===== config.mk =====
export PLATFORM = sky130hd
export DESIGN_NAME = dpe_cw_mem
export DESIGN_NICKNAME = d
export VERILOG_FILES = /design/src/hw/rtl/dpe_pkg.sv /design/src/hw/rtl/dpe_cw_mem.sv
export SDC_FILE = /design/constraint.sdc
export NUM_CORES = 2
export LEC_CHECK = 0
export BUFFER_PORTS_ARGS = -buffer_cell sky130_fd_sc_hd__buf_2
export CAP_MARGIN = 20
export CORE_ASPECT_RATIO = 0.7
export CORE_MARGIN = 3
export CORE_UTILIZATION = 30
export DETAILED_ROUTE_END_ITERATION = 7
export GPL_ROUTABILITY_DRIVEN = 0
export PLACE_DENSITY_LB_ADDON = 0.08
export SLEW_MARGIN = 40
export SYNTH_ARGS = -nofsm -noshare
export SYNTH_HDL_FRONTEND = slang
export SYNTH_MEMORY_MAX_BITS = 65536
export SYNTH_SLANG_ARGS = --single-unit

===== constraint.sdc =====
create_clock -name i_clk -period 9.7 [get_ports i_clk]
set_input_delay 1.94 -clock i_clk [delete_from_list [all_inputs] [get_ports i_clk]]
set_output_delay 1.94 -clock i_clk [all_outputs]
set_load 0.005 [all_outputs]

===== src/hw/rtl/dpe_pkg.sv =====
`default_nettype none
package dpe_pkg;

    localparam int MAX_HEIGHT_DEF = 32;
    localparam int NUM_ROUNDS     = 10;
    localparam int CFG_IDX_W      = 3;

    typedef enum logic [CFG_IDX_W-1:0] {
        CFG_PARTY        = 3'd0,
        CFG_OUT_WIDTH    = 3'd1,
        CFG_TREE_HEIGHT  = 3'd2,
        CFG_ROOT_LOW     = 3'd3,
        CFG_ROOT_HIGH    = 3'd4,
        CFG_GAMMA_FIRST  = 3'd5,
        CFG_GAMMA_SECOND = 3'd6
    } t_cfg_idx;

    typedef enum logic {
        CMD_WRITE = 1'b0,
        CMD_EVAL  = 1'b1
    } t_cmd;

    // Control for one pass through the round unit.
    typedef struct packed {
        logic [7:0] rcon;
        logic       last;
    } t_rnd_ctrl;

    localparam logic [7:0] SBOX [256] = '{
    8'h63,8'h7c,8'h77,8'h7b,8'hf2,8'h6b,8'h6f,8'hc5,8'h30,8'h01,8'h67,8'h2b,8'hfe,8'hd7,8'hab,8'h76,
    8'hca,8'h82,8'hc9,8'h7d,8'hfa,8'h59,8'h47,8'hf0,8'had,8'hd4,8'ha2,8'haf,8'h9c,8'ha4,8'h72,8'hc0,
    8'hb7,8'hfd,8'h93,8'h26,8'h36,8'h3f,8'hf7,8'hcc,8'h34,8'ha5,8'he5,8'hf1,8'h71,8'hd8,8'h31,8'h15,
    8'h04,8'hc7,8'h23,8'hc3,8'h18,8'h96,8'h05,8'h9a,8'h07,8'h12,8'h80,8'he2,8'heb,8'h27,8'hb2,8'h75,
    8'h09,8'h83,8'h2c,8'h1a,8'h1b,8'h6e,8'h5a,8'ha0,8'h52,8'h3b,8'hd6,8'hb3,8'h29,8'he3,8'h2f,8'h84,
    8'h53,8'hd1,8'h00,8'hed,8'h20,8'hfc,8'hb1,8'h5b,8'h6a,8'hcb,8'hbe,8'h39,8'h4a,8'h4c,8'h58,8'hcf,
    8'hd0,8'hef,8'haa,8'hfb,8'h43,8'h4d,8'h33,8'h85,8'h45,8'hf9,8'h02,8'h7f,8'h50,8'h3c,8'h9f,8'ha8,
    8'h51,8'ha3,8'h40,8'h8f,8'h92,8'h9d,8'h38,8'hf5,8'hbc,8'hb6,8'hda,8'h21,8'h10,8'hff,8'hf3,8'hd2,
    8'hcd,8'h0c,8'h13,8'hec,8'h5f,8'h97,8'h44,8'h17,8'hc4,8'ha7,8'h7e,8'h3d,8'h64,8'h5d,8'h19,8'h73,
    8'h60,8'h81,8'h4f,8'hdc,8'h22,8'h2a,8'h90,8'h88,8'h46,8'hee,8'hb8,8'h14,8'hde,8'h5e,8'h0b,8'hdb,
    8'he0,8'h32,8'h3a,8'h0a,8'h49,8'h06,8'h24,8'h5c,8'hc2,8'hd3,8'hac,8'h62,8'h91,8'h95,8'he4,8'h79,
    8'he7,8'hc8,8'h37,8'h6d,8'h8d,8'hd5,8'h4e,8'ha9,8'h6c,8'h56,8'hf4,8'hea,8'h65,8'h7a,8'hae,8'h08,
    8'hba,8'h78,8'h25,8'h2e,8'h1c,8'ha6,8'hb4,8'hc6,8'he8,8'hdd,8'h74,8'h1f,8'h4b,8'hbd,8'h8b,8'h8a,
    8'h70,8'h3e,8'hb5,8'h66,8'h48,8'h03,8'hf6,8'h0e,8'h61,8'h35,8'h57,8'hb9,8'h86,8'hc1,8'h1d,8'h9e,
    8'he1,8'hf8,8'h98,8'h11,8'h69,8'hd9,8'h8e,8'h94,8'h9b,8'h1e,8'h87,8'he9,8'hce,8'h55,8'h28,8'hdf,
    8'h8c,8'ha1,8'h89,8'h0d,8'hbf,8'he6,8'h42,8'h68,8'h41,8'h99,8'h2d,8'h0f,8'hb0,8'h54,8'hbb,8'h16};

    function automatic logic [7:0] xt(input logic [7:0] a);
        return {a[6:0], 1'b0} ^ (a[7] ? 8'h1b : 8'h00);
    endfunction

    // Round constant for round r (1 to 10).
    function automatic logic [7:0] rcon(input logic [3:0] r);
        logic [7:0] v;
        v = 8'h00;
        unique case (r)
            4'd1:    v = 8'h01;
            4'd2:    v = 8'h02;
            4'd3:    v = 8'h04;
            4'd4:    v = 8'h08;
            4'd5:    v = 8'h10;
            4'd6:    v = 8'h20;
            4'd7:    v = 8'h40;
            4'd8:    v = 8'h80;
            4'd9:    v = 8'h1b;
            4'd10:   v = 8'h36;
            default: v = 8'h00;
        endcase
        return v;
    endfunction

endpackage
`default_nettype wire


===== src/hw/rtl/dpe_cw_mem.sv =====
`default_nettype none
// Correction word store: one 128-bit seed correction and two flag bits per level.
module dpe_cw_mem #(
    parameter int MAX_HEIGHT = dpe_pkg::MAX_HEIGHT_DEF,
    localparam int AW = (MAX_HEIGHT > 1) ? $clog2(MAX_HEIGHT) : 1
) (
    input  wire logic          i_clk,
    input  wire logic          i_wr_en,
    input  wire logic [AW-1:0] i_wr_addr,
    input  wire logic [127:0]  i_wr_seed,
    input  wire logic [1:0]    i_wr_flags,
    input  wire logic [AW-1:0] i_rd_addr,
    output logic [127:0]       o_rd_seed,
    output logic [1:0]         o_rd_flags
);
    logic [129:0] r_mem [MAX_HEIGHT];

    always_ff @(posedge i_clk) begin
        if (i_wr_en) begin
            r_mem[i_wr_addr] <= {i_wr_flags, i_wr_seed};
        end
        {o_rd_flags, o_rd_seed} <= r_mem[i_rd_addr];
    end
endmodule
`default_nettype wire


==> results_dict.tcl <==
set metrics [dict create \
    status "complete, no violations" \
    cap_violations 0 \
    gr-total-overflow 0 \
    cts_tree "built" \
    synth_area_um2 158000 \
    grt_max_degree 105 \
    critical_path_arrival_ns 5.10 \
    clock-sinks 4290 \
    first_iter_violations 7493 \
    ios 272 \
    clkTransAtPathRegs_ns 0.06 \
    rows 222 \
    final_cell_mix "edfxtp_1, mux4_2, o22ai_1, clkbuf_16, buf_2" \
    synthCells 6533 \
    port_buffers 271 \
    synth_area_leaders "edfxtp_1, mux4_2, o22ai_1" \
    cp.required_ns 10.52 \
    endpoint "o_rd_seed[87]$_DFF_P_" \
    die_area_um2 534000 \
    drc_errors 0 \
    grt_pass1_vias 77100 \
    cts_setup_buffers 0 \
    rsz0062_at_grt "no" \
    final_common_cell "edfxtp_1" \
    power_density_nw_per_um2 216 \
    cts_buffers 442 \
    grt_use_total 0.178 \
    cts_max_level 5 \
    start_util 0.301 \
    routedWlPerCell_um 33.5 \
    syn_area_per_cell_um2 24.1 \
    hold_slack_ns 0.693 \
    ant_nets 0 \
    worstReg2RegEnd "o_rd_seed[111]$_DFF_P_" \
    slew_violations 0 \
    hold_buffers 0 \
    via_per_inst 5.10 \
    cts.path.max_buffers 4 \
    tightest_slew_ns 1.12 \
    area_growth_pct 16.6 \
    ys_seq_elements 4290 \
    wirelength_mm 485 \
    relSlewSlack 0.256 \
    finalNonFillerCells 14500 \
    layout.nets 7256 \
    grt_pass1_wl_mm 661 \
    dp_cells 13600 \
    ctsResizeCount 0 \
    core_um2 523000 \
    die_w_um 872 \
    final_core_util 0.351 \
    seq_area_frac_synth 0.809 \
    rr_worst_depth 3 \
    synth_warnings 0 \
    cts_root_buf "clkbuf_16" \
    place_hpwl_mm 247 \
    synth_top_area_share 0.793 \
    timing.reg2reg.setup_slack_ns 8.09 \
    cp-startpoint "i_rd_addr[3]" \
    finalCriticalPeriod_ns 4.28 \
    min_from "r_mem[30][77]$_DFFE_PP_" \
    ys.flop_type "edfxtp_1" \
    drive_gt1_frac 0.290 \
    synth_edf_count 4160 \
    n_fill_cell 48000 \
    power.leakage_nw 56.5 \
    r2r_start "r_mem[5][111]$_DFFE_PP_" \
    setup_slack_ns 5.42 \
    endpoint_kind "flop" \
    synth_largest_area_cell "edfxtp_1" \
    firstDrtPassIters 7 \
    clock_latency_ns 1.00 \
    vias 73800 \
    worstSetupStartpointType "primary input" \
    synth_cell_types 25 \
    timing.fmax_mhz 234 \
    pre_cts_slack_ns 4.24 \
    path_class "in2reg" \
    setup_violations 0 \
    skew_ns 0.0293 \
    period_share 0.441 \
    antenna_found_initial 87 \
    peakVddDrop_v 0.000155 \
    async_flop_share 0 \
    min_path_type "reg2reg" \
    die_h_um 612 \
    synth_fp_nets 6675 \
    path_max_fanout 26 \
    tns_ns 0 \
    finalHoldViolCount 0 \
]
-- cells by family after synthesis --
logic type	synth area share
simple gates	0.00818
mux	0.148
flops	0.809
buf+inv	0.0121
compound gates	0.0227
-- layer usage --
metal  wire [um]  GRT usage
met1      220000      0.256
met2      230000      0.289
met3       24000     0.0255
met4       10300     0.0388
met5          84          0
-- where the power goes --
| part | switching [mW] | leakage [nW] | internal [mW] |
|---|---|---|---|
| Combinational | 1.06 | 10.7 | 0.628 |
| Sequential | 0.136 | 38.6 | 20.6 |
| Clock | 7.25 | 7.17 | 9.96 |
| Total | 8.45 | 56.5 | 31.2 |
-- per-stage QoR --
stage	cell area (um2)	total power [mW]
finish	184000	39.7
global route	184000	41.1
CTS	184000	40.2
detailed placement	169000	22.9
global placement	168000	22.9
floorplan	158000	22.0
-- how the worst min path moves through the flow --
stage / end / slack, ns / cells past startpoint
finish: o_rd_seed[77]$_DFF_P_ / 0.69 / 3
global route: o_rd_seed[77]$_DFF_P_ / 0.73 / 3
CTS: o_rd_seed[77]$_DFF_P_ / 0.69 / 3
detailed placement: o_rd_seed[77]$_DFF_P_ / 0.67 / 3
global placement: o_rd_seed[77]$_DFF_P_ / 0.67 / 3
floorplan: o_rd_seed[106]$_DFF_P_ / 0.65 / 3
-- registers in the layout, summed over array words and instances (netlist names) --
register,flops
o_rd_flags,2
r_mem,4160
o_rd_seed,128
-- synthesized netlist by cell type, types with 16 or more instances --
cell	instances
a22oi_1	96
buf_1	16
buf_2	124
buf_4	91
clkbuf_1	121
dfxtp_1	130
edfxtp_1	4160
mux2i_1	128
mux4_2	976
nand3_1	35
nand4_1	16
nor2_1	37
nor4_1	114
o22ai_1	456
-- critical path, cell delays in order --
cell and delay [ns]:
buf_2 0.44, or2_4 0.51, buf_4 0.62, buf_4 0.61, o22ai_1 0.18, nor4_1 0.67
-- cell type report --
type                       count  area [um2]  area share
multi-input combinational   1883       28500       0.155
tap                         6944        8690      0.0473
antenna                       20        50.0    0.000272
clock inverter               200        2070      0.0113
timing repair buffer         497        4390      0.0239
sequential                  4290      128000       0.694
clock buffer                 625       12500      0.0682
Note: power is estimated with default switching activity, not from simulation.
